`src/sv/psg_pkg.sv`:
```
// Package for the plan step guard: widths, codes, payload structs and states.
`timescale 1ns / 1ps
package psg_pkg;
  localparam int MaxSteps = 32;
  localparam int MaxRun = 8;
  localparam int TokenBits = 16;
  localparam int IdxW = $clog2(MaxSteps);
  localparam int CntW = 6;
  localparam int SumW = 22;
  localparam int DivW = 16;

  typedef enum logic [2:0] {
    STOP_END = 3'd0, STOP_SCORE = 3'd1, STOP_SUPPORT = 3'd2,
    STOP_DROP = 3'd3, STOP_REPEAT = 3'd4, STOP_CYCLE = 3'd5
  } stop_e;

  typedef enum logic [1:0] {
    CFG_MIN_SCORE = 2'd0, CFG_MIN_SUPPORT = 2'd1, CFG_MAX_DROP = 2'd2,
    CFG_MAX_REPEAT = 2'd3
  } cfg_e;

  typedef enum logic [2:0] {
    ST_IDLE, ST_SCAN, ST_DIV, ST_OUT
  } state_e;

  typedef struct packed {
    logic [15:0] step_score;
    logic [15:0] step_support;
    logic [15:0] token_id;
    logic        step_present;
    logic        plan_last;
    logic [3:0]  plan_end_reason;
  } in_word_t;

  typedef struct packed {
    logic [2:0]  stop_code;
    logic [3:0]  echo_end_reason;
    logic [5:0]  stop_step;
    logic [5:0]  accepted_count;
    logic [15:0] evidence_score;
    logic [15:0] evidence_support;
    logic [15:0] prior_score;
    logic [15:0] evidence_token;
    logic [5:0]  repeat_count;
    logic [5:0]  cycle_start;
    logic [15:0] mean_score;
  } out_word_t;

  typedef struct packed {
    logic            start;
    logic [SumW-1:0] dividend;
    logic [CntW-1:0] divisor;
  } div_ctl_t;

  typedef struct packed {
    logic            done;
    logic [DivW-1:0] quotient;
  } div_sts_t;
endpackage

```
`src/sv/psg_ram.sv`:
```
// Generic single-port RAM with registered read.
`timescale 1ns / 1ps
module psg_ram #(
  parameter int Width = 16,
  parameter int Depth = 32
) (
  input  logic                     clk_i,
  input  logic                     we_i,
  input  logic [$clog2(Depth)-1:0] addr_i,
  input  logic [Width-1:0]         wdata_i,
  output logic [Width-1:0]         rdata_o
);
  logic [Width-1:0] mem_q [Depth];

  // write and read one entry per cycle; a read during a write returns the old entry
  always_ff @(posedge clk_i) begin
    if (we_i) begin
      mem_q[addr_i] <= wdata_i;
    end
    rdata_o <= mem_q[addr_i];
  end
endmodule

```
`src/sv/psg_div.sv`:
```
// Restoring divider: one quotient bit per cycle for the mean score.
`timescale 1ns / 1ps
module psg_div (
  input  logic                clk_i,
  input  logic                rst_ni,
  input  psg_pkg::div_ctl_t   ctl_i,
  output psg_pkg::div_sts_t   sts_o
);
  import psg_pkg::*;

  logic [SumW-1:0] rem_q, rem_d;
  logic [SumW-1:0] num_q, num_d;
  logic [DivW-1:0] quo_q, quo_d;
  logic [4:0]      cnt_q, cnt_d;
  logic            busy_q, busy_d;
  logic [SumW-1:0] trial;

  // shift in one dividend bit and try a subtract
  always_comb begin
    rem_d  = rem_q;
    num_d  = num_q;
    quo_d  = quo_q;
    cnt_d  = cnt_q;
    busy_d = busy_q;
    trial  = {rem_q[SumW-2:0], num_q[SumW-1]};
    if (ctl_i.start) begin
      rem_d  = '0;
      num_d  = ctl_i.dividend;
      quo_d  = '0;
      cnt_d  = 5'(SumW);
      busy_d = 1'b1;
    end else if (busy_q) begin
      num_d = {num_q[SumW-2:0], 1'b0};
      if (trial >= SumW'(ctl_i.divisor)) begin
        rem_d = trial - SumW'(ctl_i.divisor);
        quo_d = {quo_q[DivW-2:0], 1'b1};
      end else begin
        rem_d = trial;
        quo_d = {quo_q[DivW-2:0], 1'b0};
      end
      cnt_d = cnt_q - 5'd1;
      if (cnt_q == 5'd1) begin
        busy_d = 1'b0;
      end
    end
  end

  always_ff @(posedge clk_i or negedge rst_ni) begin
    if (!rst_ni) begin
      busy_q <= 1'b0;
      cnt_q  <= '0;
    end else begin
      busy_q <= busy_d;
      cnt_q  <= cnt_d;
    end
  end

  always_ff @(posedge clk_i) begin
    rem_q <= rem_d;
    num_q <= num_d;
    quo_q <= quo_d;
  end

  assign sts_o.done     = busy_q && (cnt_q == 5'd1);
  assign sts_o.quotient = quo_d;

`ifndef SYNTHESIS
  a_cnt_busy: assert property (@(posedge clk_i) disable iff (!rst_ni)
    busy_q |-> cnt_q != 5'd0) else $error("divider busy with zero count");
  a_done_ends: assert property (@(posedge clk_i) disable iff (!rst_ni)
    sts_o.done && !ctl_i.start |=> !busy_q) else $error("divider kept running");
  a_start_busy: assert property (@(posedge clk_i) disable iff (!rst_ni)
    ctl_i.start |=> busy_q) else $error("divider did not start");
`endif
endmodule

```
`src/sv/plan_step_guard.sv`:
```
// Top level of the plan step guard.
`timescale 1ns / 1ps
// Plan step guard. Each input word is one plan step; a word with plan_last
// gives one result word. A step scans the tokens already accepted in the
// plan: the token store is a single-port RAM scanned one entry a cycle from
// the newest backward (run count and cycle search share that pass). A step
// stopped by the score, support or drop guard, or a word with no step, skips
// the scan. A plan_last word then runs the serial mean divider (skipped when
// no step was accepted) and holds the result word while the receiver stalls.
// The block takes no word while a step is in work or a result waits.
module plan_step_guard (
  input  logic                 clk_i,
  input  logic                 rst_ni,
  input  logic                 in_valid_i,
  output logic                 in_stall_o,
  input  psg_pkg::in_word_t    in_data_i,
  output logic                 out_valid_o,
  input  logic                 out_stall_i,
  output psg_pkg::out_word_t   out_data_o,
  input  logic                 cfg_we_i,
  input  logic [1:0]           cfg_index_i,
  input  logic [15:0]          cfg_data_i
);
  import psg_pkg::*;

  state_e state_q, state_d;
  in_word_t in_q;
  out_word_t res_q, res_d;
  logic [15:0] min_score_q, min_sup_q, max_drop_q;
  logic [3:0]  max_rep_q;
  logic [CntW-1:0] acc_q, acc_d, seen_q, seen_d, ptr_q, ptr_d;
  logic [CntW-1:0] run_q, run_d, cyc_q, cyc_d;
  logic        in_run_q, in_run_d, stop_q, stop_d, rd_q, rd_d;
  logic [SumW-1:0] sum_q, sum_d;
  logic [15:0] last_q, last_d, second_q, second_d, lsup_q, lsup_d;
  logic [15:0] ltok_q, ltok_d;
  logic        ram_we;
  logic [IdxW-1:0] ram_addr;
  logic [15:0] ram_rd;
  div_ctl_t    div_ctl;
  div_sts_t    div_sts;
  logic        accept, is_step;
  logic [CntW-1:0] lim;
  logic [15:0] tok;
  logic [2:0]  code;

  assign accept = in_valid_i && !in_stall_o;
  assign tok = in_q.token_id[TokenBits-1:0];
  assign is_step = in_q.step_present && !stop_q && (seen_q < CntW'(MaxSteps));

  // clamp the run limit
  always_comb begin
    if (max_rep_q == 4'd0) lim = CntW'(1);
    else if (32'(max_rep_q) > MaxRun) lim = CntW'(MaxRun);
    else lim = CntW'(max_rep_q);
  end

  // write configuration
  always_ff @(posedge clk_i or negedge rst_ni) begin
    if (!rst_ni) begin
      min_score_q <= 16'd9830;
      min_sup_q   <= 16'd16384;
      max_drop_q  <= 16'd26214;
      max_rep_q   <= 4'd1;
    end else if (cfg_we_i) begin
      unique case (cfg_e'(cfg_index_i))
        CFG_MIN_SCORE:   min_score_q <= cfg_data_i;
        CFG_MIN_SUPPORT: min_sup_q   <= cfg_data_i;
        CFG_MAX_DROP:    max_drop_q  <= cfg_data_i;
        CFG_MAX_REPEAT:  max_rep_q   <= cfg_data_i[3:0];
        default: ;
      endcase
    end
  end

  psg_ram #(.Width(16), .Depth(MaxSteps)) u_tokens (
    .clk_i, .we_i(ram_we), .addr_i(ram_addr), .wdata_i(tok), .rdata_o(ram_rd)
  );

  psg_div u_div (.clk_i, .rst_ni, .ctl_i(div_ctl), .sts_o(div_sts));

  // next state: the scan ends once entry zero has been checked, or at once on a guard stop or a word with no step
  always_comb begin
    state_d = state_q;
    unique case (state_q)
      ST_IDLE: if (accept) state_d = ST_SCAN;
      ST_SCAN: begin
        if (!is_step || ptr_q == '0 || code != STOP_END)
          state_d = in_q.plan_last ? ST_DIV : ST_IDLE;
      end
      ST_DIV: if (div_sts.done || acc_q == '0) state_d = ST_OUT;
      ST_OUT: if (!out_stall_i) state_d = ST_IDLE;
      default: state_d = ST_IDLE;
    endcase
  end

  // early guards on score, support and drop
  always_comb begin
    code = STOP_END;
    if (is_step) begin
      if (in_q.step_score < min_score_q) code = STOP_SCORE;
      else if (in_q.step_support < min_sup_q) code = STOP_SUPPORT;
      else if (acc_q != '0 && last_q > in_q.step_score &&
               (last_q - in_q.step_score) > max_drop_q) code = STOP_DROP;
    end
  end

  // scan the token store and update plan state
  always_comb begin
    acc_d = acc_q; seen_d = seen_q; ptr_d = ptr_q; run_d = run_q;
    cyc_d = cyc_q; in_run_d = in_run_q; stop_d = stop_q; rd_d = rd_q;
    sum_d = sum_q; last_d = last_q; second_d = second_q; lsup_d = lsup_q;
    ltok_d = ltok_q; res_d = res_q;
    ram_we = 1'b0;
    ram_addr = ptr_q[IdxW-1:0];
    div_ctl.start = 1'b0;
    div_ctl.dividend = sum_q;
    div_ctl.divisor = acc_q;
    unique case (state_q)
      ST_IDLE: begin
        ptr_d = acc_q;
        run_d = CntW'(1);
        in_run_d = 1'b1;
        cyc_d = CntW'(MaxSteps);
        rd_d = 1'b0;
      end
      ST_SCAN: begin
        if (is_step && code != STOP_END) begin
          stop_d = 1'b1;
        end else if (is_step) begin
          // issue reads from newest entry down, check the previous read;
          // the lowest matching index wins the cycle search
          if (rd_q) begin
            if (in_run_q && ram_rd == tok) begin
              run_d = run_q + CntW'(1);
            end else begin
              in_run_d = 1'b0;
            end
            if (ram_rd == tok) cyc_d = ptr_q;
          end
          if (ptr_q != '0) begin
            ptr_d = ptr_q - CntW'(1);
            ram_addr = ptr_d[IdxW-1:0];
            rd_d = 1'b1;
          end else begin
            ram_addr = acc_q[IdxW-1:0];
          end
        end
        if (state_d != ST_SCAN) begin
          if (is_step) begin
            seen_d = seen_q + CntW'(1);
            if (code != STOP_END) begin
              res_d = '0;
              res_d.stop_code = code;
              res_d.stop_step = seen_q;
              res_d.evidence_score = in_q.step_score;
              res_d.evidence_support = in_q.step_support;
              res_d.prior_score = (acc_q != '0) ? last_q : 16'd0;
              res_d.evidence_token = tok;
              res_d.cycle_start = CntW'(MaxSteps);
              res_d.accepted_count = acc_q;
            end else if (acc_q != '0 && ltok_q == tok && run_d > lim) begin
              stop_d = 1'b1;
              res_d = '0;
              res_d.stop_code = STOP_REPEAT;
              res_d.stop_step = seen_q;
              res_d.evidence_score = in_q.step_score;
              res_d.evidence_support = in_q.step_support;
              res_d.prior_score = last_q;
              res_d.evidence_token = tok;
              res_d.repeat_count = run_d;
              res_d.cycle_start = CntW'(MaxSteps);
              res_d.accepted_count = acc_q;
            end else if (acc_q != '0 && ltok_q != tok && cyc_d != CntW'(MaxSteps)) begin
              stop_d = 1'b1;
              res_d = '0;
              res_d.stop_code = STOP_CYCLE;
              res_d.stop_step = seen_q;
              res_d.evidence_score = in_q.step_score;
              res_d.evidence_support = in_q.step_support;
              res_d.prior_score = last_q;
              res_d.evidence_token = tok;
              res_d.cycle_start = cyc_d;
              res_d.accepted_count = acc_q;
            end else begin
              ram_we = 1'b1;
              ram_addr = acc_q[IdxW-1:0];
              second_d = last_q;
              last_d = in_q.step_score;
              lsup_d = in_q.step_support;
              ltok_d = tok;
              sum_d = sum_q + SumW'(in_q.step_score);
              acc_d = acc_q + CntW'(1);
            end
          end
          if (in_q.plan_last) begin
            div_ctl.start = 1'b1;
            div_ctl.dividend = sum_d;
            if (!stop_d) begin
              res_d = '0;
              res_d.echo_end_reason = in_q.plan_end_reason;
              res_d.stop_step = acc_d;
              res_d.accepted_count = acc_d;
              res_d.cycle_start = CntW'(MaxSteps);
              if (acc_d != '0) begin
                res_d.evidence_score = last_d;
                res_d.evidence_support = lsup_d;
                res_d.evidence_token = ltok_d;
                res_d.prior_score = (acc_d > CntW'(1)) ? second_d : 16'd0;
              end
            end
          end
        end
      end
      ST_DIV: begin
        if (div_sts.done) res_d.mean_score = div_sts.quotient;
        else if (acc_q == '0) res_d.mean_score = '0;
      end
      ST_OUT: begin
        if (!out_stall_i) begin
          acc_d = '0; seen_d = '0; stop_d = 1'b0; sum_d = '0;
          last_d = '0; second_d = '0; lsup_d = '0; ltok_d = '0;
        end
      end
      default: ;
    endcase
  end

  always_ff @(posedge clk_i or negedge rst_ni) begin
    if (!rst_ni) begin
      state_q <= ST_IDLE;
      acc_q <= '0; seen_q <= '0; stop_q <= 1'b0; sum_q <= '0;
      last_q <= '0; second_q <= '0; lsup_q <= '0; ltok_q <= '0;
      ptr_q <= '0; run_q <= '0; cyc_q <= '0; in_run_q <= 1'b0; rd_q <= 1'b0;
    end else begin
      state_q <= state_d;
      acc_q <= acc_d; seen_q <= seen_d; stop_q <= stop_d; sum_q <= sum_d;
      last_q <= last_d; second_q <= second_d; lsup_q <= lsup_d; ltok_q <= ltok_d;
      ptr_q <= ptr_d; run_q <= run_d; cyc_q <= cyc_d; in_run_q <= in_run_d;
      rd_q <= rd_d;
    end
  end

  // hold the input word and the result
  always_ff @(posedge clk_i) begin
    if (accept) in_q <= in_data_i;
    res_q <= res_d;
  end

  assign in_stall_o  = (state_q != ST_IDLE);
  assign out_valid_o = (state_q == ST_OUT);
  assign out_data_o  = res_q;

`ifndef SYNTHESIS
  a_acc_le_seen: assert property (@(posedge clk_i) disable iff (!rst_ni)
    acc_q <= seen_q) else $error("accepted count above steps seen");
  a_out_hold: assert property (@(posedge clk_i) disable iff (!rst_ni)
    out_valid_o && out_stall_i |=> out_valid_o && $stable(out_data_o))
    else $error("result word changed under stall");
  a_clear: assert property (@(posedge clk_i) disable iff (!rst_ni)
    out_valid_o && !out_stall_i |=> acc_q == '0 && !stop_q)
    else $error("plan state not cleared");
  a_seen_max: assert property (@(posedge clk_i) disable iff (!rst_ni)
    seen_q <= CntW'(MaxSteps)) else $error("step count overflow");
`endif
endmodule
```
`config.mk`:
```
export PLATFORM = sky130hd
export DESIGN_NAME = plan_step_guard
export DESIGN_NICKNAME = d
export VERILOG_FILES = /design/src/sv/psg_pkg.sv /design/src/sv/psg_ram.sv /design/src/sv/psg_div.sv /design/src/sv/plan_step_guard.sv
export SDC_FILE = /design/constraint.sdc
export NUM_CORES = 1
export LEC_CHECK = 0
export BUFFER_PORTS_ARGS = -buffer_cell sky130_fd_sc_hd__buf_2
export CAP_MARGIN = 0
export CORE_MARGIN = 10
export CORE_UTILIZATION = 53
export DETAILED_ROUTE_END_ITERATION = 10
export GPL_TIMING_DRIVEN = 0
export PLACE_DENSITY = 0.7
export SLEW_MARGIN = 20
export SYNTH_ARGS = -nofsm -noshare
export SYNTH_HDL_FRONTEND = slang
export SYNTH_HIERARCHICAL = 1
export SYNTH_SLANG_ARGS = --single-unit
```
`constraint.sdc`:
```
create_clock -name clk_i -period 27.3 [get_ports clk_i]
set_input_delay 2.73 -clock clk_i [delete_from_list [all_inputs] [get_ports clk_i]]
set_output_delay 2.73 -clock clk_i [all_outputs]
set_load 0.02 [all_outputs]
```
==> run_results.csv, run 1 <==
group,metric,value,unit
run_status,outcome,"finished, final reports clean",
detailed_routing,wl_met3,9180,µm
clock_tree,cts_sinks,932,
hold_path,hp-class,"flop to flop",
synthesis,synth-edff-count,699,
placement,dpl.cell_count,4444,
critical_path,crit_type,"flop to flop",
critical_path,timing.rr.end,"u_tokens/rdata_o[11]$_DFF_P_",
detailed_routing,via_count,28575,
critical_path,r2r_cells,43,
clock_tree,worstSkewPairLatency,0.67,ns
pwr,p_switching,0.00132,W
run,maxCapViolCount,0,
clock_tree,cts_buffer_depth,3,
detailed_routing,dr.first_iter.drc_count,2503,
synthesis,synthArstFlopShare,19.3,%
synthesis,synth_area,41800,µm²
critical_path,crit_required,27.81,ns
pwr,p_leak,17.6,nW
critical_path,crit_start,"in_q[39]$_DFFE_PP_",
critical_path,rrSetupSlack,15.24,ns
synthesis,synth_nets,3348,
detailed_routing,vias_per_cell,6.18,
finish,fin_util,61.7,%
finish,nets,3677,
sta,layout_min_cycle_time,12.06,ns
synthesis,synthesis.instances,3173,
sta,min_period_over_period,44.2,%
critical_path,cp.arrival,12.56,ns
finish,fillers,5920,
die,io_pins,190,
synthesis,ys_seq_area_share,63.6,%
synthesis,syn_avg_cell_area,13.2,µm²
pwr,pwr-share-seq,42.8,%
placement,place.gp.congestion,0.934,
sta,fmax,82.9,MHz
pwr,power_switching_share,31.2,%
detailed_routing,drt-pass1-iter-count,7,
sta,finalSetupViolations,0,
detailed_routing,met1Wirelength,46400,µm
synthesis,ys.flop_type,"edfxtp_1",
die,die_width,301,µm
placement,post_dp_cell_area,44800,µm²
synthesis,ys_warn_count,6,
global_routing,grt_max_degree,75,
global_routing,antenna_found_initial,0,
detailed_routing,highest-signal-layer,"met4",
clock_tree,htreeDepth,3,
detailed_routing,drcViolationCount,0,
critical_path,crit_path_end,"u_tokens/rdata_o[11]$_DFF_P_",
global_routing,grt-ovfl-total,0,
critical_path,end_kind,"flop",
detailed_routing,wl_met2,54800,µm
sta,tns,0,ns
clock_tree,post_cts_resized,0,
critical_path,r2r-start,"in_q[39]$_DFFE_PP_",
critical_path,critPathMaxFanout,10,
global_routing,grt_pass1_vias,28433,
die,dieHeight,301,µm
pwr,power_density,87.9,nW/µm²
clock_tree,cts_buffers,96,
detailed_routing,drtAntennaViolNets,0,
placement,port_buffers,189,
critical_path,slowest_delay,0.94,ns
finish,multiInputGateArea,14000,µm²
synthesis,synth.distinct_cells,93,
pwr,clockPowerShare,31.5,%
clock_tree,cts_tree,"yes",
global_routing,grt_pass1_wl,173000,µm
detailed_routing,wirelength,115000,µm
synthesis,synth_xor_area_share,1.70,%
sta,tightestPinTransition,1.17,ns
clock_tree,cts_setup_buffers,0,
die,placementRows,102,
pwr,vdd_drop_max,52.7,µV
critical_path,slowest_stage,"nor4_1",
pwr,power_frac_comb,25.7,%
die,dieArea,90500,µm²
pwr,p_int,0.00291,W
synthesis,synthSimpleGateAreaFrac,8.35,%
finish,final_cell_count_no_fill,4623,
finish,final_cell_mix,"edfxtp_1 (699), mux2i_1 (312), nand2_1 (297)",
global_routing,grt_usage,24.9,%
finish,area_growth,15.0,%
synthesis,yosys.area_share.adder,2.99,%
finish,layout-drive-gt1-share,18.5,%
sta,final_max_slew_viol_count,0,
die,start_util,53.7,%
synthesis,yosys_register_bits,932,
synthesis,synth_top_family_by_area,"compound AO/OA/AOI/OAI gates",
finish,layout.area.seq,26600,µm²
critical_path,cp-start-kind,"flop",
clock_tree,clkTransAtPathRegs,0.06,ns
detailed_routing,wl_per_cell,24.9,µm
sta,slew-limit-headroom,22.3,%
clock_tree,postCtsHoldBufs,0,
sta,rsz0062_at_grt,"false",
finish,stdcell_area,48100,µm²
die,coreArea,77800,µm²
synthesis,synth_mux_area_share,9.06,%
finish,antenna_cells,0,
sta,clock_skew,0.0282,ns
placement,dp_hpwl,83800,µm
synthesis,synth_compound_gate_area_share,11.1,%
sta,hold_viol,0,
finish,final_common_cell,"edfxtp_1",
clock_tree,root_buffer,"clkbuf_16",
metal layers:
metal  GRT usage, %  vias to the layer above
li1               -                    12733
met1           32.8                    14381
met2           40.4                     1226
met3           4.70                      235
met4           10.2                        0
met5              0                        -
critical path, delay by kind of cell (launching register included):
kind / cells / cell delay, ns
AND/OR/NAND/NOR: 16 / 4.79
AO/OA/AOI/OAI: 16 / 3.67
adder cells (fa/ha/maj): 3 / 0.89
multiplexers: 2 / 0.47
buffers and inverters: 6 / 1.43
flip-flops: 1 / 0.64
cells by family (layout without fill, tap and decap cells):
kind of cell | count (synthesis) | count (layout)
flops | 932 | 932
simple gates | 732 | 732
compound gates | 663 | 663
fa+ha+maj | 98 | 98
other cells | 1 | 1
xor+xnor | 81 | 81
buf+inv | 295 | 705
mux | 371 | 371
cell usage after synthesis (all sizes together) (25+ instances only):
cell type	instances	share of area [%]
edfxtp	699	50
mux2i	312	7.5
nand2	297	2.7
dfrtp	163	9.8
nor2	156	1.4
o21ai	147	1.8
o22ai	146	2.2
inv	106	0.95
buf	96	1.4
ha	95	2.8
clkbuf	93	0.90
a21oi	76	0.91
mux2	59	1.6
nand3	59	0.71
dfxtp	53	2.5
o22a	50	1.0
o221a	48	1.3
xnor2	48	1.0
nor4	47	0.70
xor2	33	0.69
a22o	31	0.65
nor3	25	0.31
area by class of cell:
cell class              instances  share of cell area [%]
clock inverters                35                   0.791
flip-flops and latches        932                    55.3
multi-input cells            1946                    29.1
plain buffers                 189                    1.97
clock buffers                 144                    5.96
well taps                    1040                    2.71
repair buffers                231                    3.35
inverters                     106                   0.838
power by group through the flow:
stage	clock (W)	sequential, W	combinational [W]
3_5_place_dp	0	0.00183	0.00107
4_1_cts	0.00135	0.00180	0.00108
6_report	0.00133	0.00181	0.00109
2_1_floorplan	0	0.00180	0.000760
3_3_place_gp	0	0.00183	0.00102
5_1_grt	0.00141	0.00182	0.00118
worst min-delay path by stage:
stage                                  from                      endpoint  slack (ns)  cells after the start
3_3_place_gp   u_div/rem_q[20]$_SDFFE_PP0P_  u_div/rem_q[20]$_SDFFE_PP0P_        0.47                      2
6_report              seen_q[5]$_DFFE_PN0P_         seen_q[5]$_DFFE_PN0P_        0.49                      1
3_5_place_dp          seen_q[5]$_DFFE_PN0P_         seen_q[5]$_DFFE_PN0P_        0.48                      1
5_1_grt               seen_q[5]$_DFFE_PN0P_         seen_q[5]$_DFFE_PN0P_        0.51                      1
4_1_cts               seen_q[5]$_DFFE_PN0P_         seen_q[5]$_DFFE_PN0P_        0.49                      1
2_1_floorplan  u_div/rem_q[20]$_SDFFE_PP0P_  u_div/rem_q[20]$_SDFFE_PP0P_        0.46                      2
stage by stage:
stage / setup WS, ns / hold slack (ns) / total power, W
2_1_floorplan: 17.79 / 0.461 / 0.00256
3_3_place_gp: 14.85 / 0.473 / 0.00285
3_5_place_dp: 15.60 / 0.481 / 0.00290
4_1_cts: 15.50 / 0.495 / 0.00423
5_1_grt: 14.30 / 0.512 / 0.00440
6_report: 15.24 / 0.495 / 0.00423
flip-flops by register name (all words and copies together) (netlist names), 4 cells and up:
register          count
u_tokens/mem_q      512
out_data_o          111
in_q                 38
sum_q                22
u_div/num_q          22
u_div/rem_q          21
last_q               16
lsup_q               16
ltok_q               16
max_drop_q           16
min_score_q          16
min_sup_q            16
second_q             16
tok                  16
u_div/quo_q          16
u_tokens/rdata_o     16
acc_q                 6
cyc_q                 6
ptr_q                 6
run_q                 6
seen_q                6
u_div/cnt_q           5
max_rep_q             4
No activity file was read; power rests on OpenSTA's default activity.
==> run 2: changes to the inputs <==
==> constraint.sdc (replaced) <==
create_clock -name clk_i -period 12.2 [get_ports clk_i]
set_input_delay 1.22 -clock clk_i [delete_from_list [all_inputs] [get_ports clk_i]]
set_output_delay 1.22 -clock clk_i [all_outputs]
set_load 0.02 [all_outputs]
==> run 2 against run 1 <==
Net effect: clock power rose by 120%; clock skew barely moved; global-route usage did not move; power rose by 120%; routed wire length fell by 0.12%; sequential cell count did not move; cell count barely moved; design area rose by 0.27%; combinational power rose by 120%; utilization rose by 0.17 points.
==> run_results.csv, run 2 (synthesis gave the netlist of run 1 again) <==
group,metric,value,unit
finish,area_growth,15.4,%
sta,tightestPinTransition,1.25,ns
global_routing,grt_pass1_vias,28433,
clock_tree,htreeDepth,3,
pwr,power_density,197,nW/µm²
finish,nets,3679,
clock_tree,postCtsHoldBufs,0,
critical_path,critPathMaxFanout,10,
finish,antenna_cells,0,
sta,min_period_over_period,93.6,%
sta,tns,0,ns
placement,port_buffers,189,
pwr,p_total,0.00947,W
detailed_routing,via_count,28533,
finish,fillers,5900,
detailed_routing,dr.first_iter.drc_count,2582,
global_routing,grt_usage,24.9,%
global_routing,grt-ovfl-total,0,
detailed_routing,wl_per_cell,24.9,µm
clock_tree,cts_buffers,96,
finish,final_common_cell,"edfxtp_1",
die,die_width,301,µm
sta,hold_viol,0,
sta,rsz0062_at_grt,"true",
placement,dp_hpwl,83800,µm
finish,final_cell_mix,"edfxtp_1 (699), mux2i_1 (312), nand2_1 (297)",
placement,dpl.cell_count,4444,
sta,finalSetupViolations,0,
detailed_routing,vias_per_cell,6.17,
critical_path,end_kind,"flop",
critical_path,cp-start-kind,"flop",
detailed_routing,drcViolationCount,0,
global_routing,grt_pass1_wl,173000,µm
run_status,outcome,"finished, final reports clean",
sta,layout_min_cycle_time,11.42,ns
critical_path,slowest_stage,"nor4_1",
die,dieArea,90500,µm²
detailed_routing,wirelength,115000,µm
pwr,p_leak,17.7,nW
placement,post_dp_cell_area,44800,µm²
clock_tree,cts_tree,"yes",
finish,top_register,"u_tokens/mem_q",
die,placementRows,102,
die,start_util,53.7,%
run,maxCapViolCount,0,
die,io_pins,190,
finish,stdcell_area,48200,µm²
sta,slew-limit-headroom,16.7,%
clock_tree,cts_buffer_depth,3,
finish,largest_reg_flops,512,
sta,fmax,87.6,MHz
clock_tree,cts_sinks,932,
sta,final_max_slew_viol_count,0,
critical_path,cp.arrival,11.93,ns
finish,final_cell_count_no_fill,4625,
die,dieHeight,301,µm
clock_tree,clkTransAtPathRegs,0.06,ns
critical_path,crit_type,"flop to flop",
global_routing,grt_max_degree,75,
pwr,vdd_drop_max,118,µV
clock_tree,worstSkewPairLatency,0.67,ns
placement,place.gp.congestion,0.934,
clock_tree,root_buffer,"clkbuf_16",
detailed_routing,drt-pass1-iter-count,5,
critical_path,crit_required,12.71,ns
die,coreArea,77800,µm²
global_routing,antenna_found_initial,0,
critical_path,slowest_delay,0.95,ns
detailed_routing,drtAntennaViolNets,0,
sta,clock_skew,0.0284,ns
hold_path,hp-class,"input pin to asynchronous set/reset pin",
finish,layout-drive-gt1-share,18.8,%
run 2: changes by cell type in the layout (fill, tap and decap cells not counted), sizes merged:
| cell | before | now |
|---|---|---|
| buf | 327 | 329 |
run 2: repair_timing:
item | 4_1_cts | 5_1_grt
hold endpoints to repair | 0 | 0
setup buffers | 0 | 2
gates resized for setup | 0 | 17
setup endpoints to repair | 0 | 437
run 2: through the flow:
step	setup WS [ns]	hold WS [ns]	util, %
5_1_grt	-0.113	0.467	61.9
4_1_cts	0.397	0.450	61.7
6_report	0.782	0.450	61.9
3_5_place_dp	0.503	0.481	57.6
2_1_floorplan	2.69	0.461	-
3_3_place_gp	-0.247	0.473	56.6
run 2: final cells by class:
class	count	area (µm²)	area share, %
Clock buffer	144	2870	5.95
Buffer	189	947	1.97
Clock inverter	35	380	0.789
Inverter	106	403	0.836
Sequential cell	932	26600	55.1
Timing Repair Buffer	233	1640	3.40
Tap cell	1040	1300	2.70
Multi-Input combinational cell	1946	14100	29.2
run 2: worst paths after layout:
kind	cells past startpoint	to	start	slack [ns]
setup / recovery	44	u_tokens/rdata_o[5]$_DFF_P_	in_q[39]$_DFFE_PP_	0.78
hold / removal	1	acc_q[5]$_DFFE_PN0P_	rst_ni	0.45
setup reg to reg	44	u_tokens/rdata_o[5]$_DFF_P_	in_q[39]$_DFFE_PP_	0.78
hold reg to reg	1	seen_q[5]$_DFFE_PN0P_	seen_q[5]$_DFFE_PN0P_	0.49
max in group asynchronous	2	max_drop_q[14]$_DFFE_PN1P_	rst_ni	11.00
min in group clk_i	1	seen_q[5]$_DFFE_PN0P_	seen_q[5]$_DFFE_PN0P_	0.49
run 2: where the power goes:
group	switching, W	internal (W)	total [W]
registers	0.000272	0.00377	0.00404
logic	0.00146	0.000998	0.00245
clock network	0.00122	0.00175	0.00298
run 2: metal layers:
layer,share of wire (%),global-route usage (%),vias up
li1,-,-,12745
met1,40,32.8,14282
met4,4.2,10.2,0
met5,0,0,-
met2,48,40.4,1283
met3,8.0,4.70,223
run 2: critical path: cells and delay by family (launching register included):
family / cells / cell delay [ns]
multiplexers: 2 / 0.48
buffers and inverters: 7 / 1.48
AO/OA/AOI/OAI: 16 / 3.85
flip-flops: 1 / 0.65
AND/OR/NAND/NOR: 16 / 3.96
adder cells (fa/ha/maj): 3 / 0.78
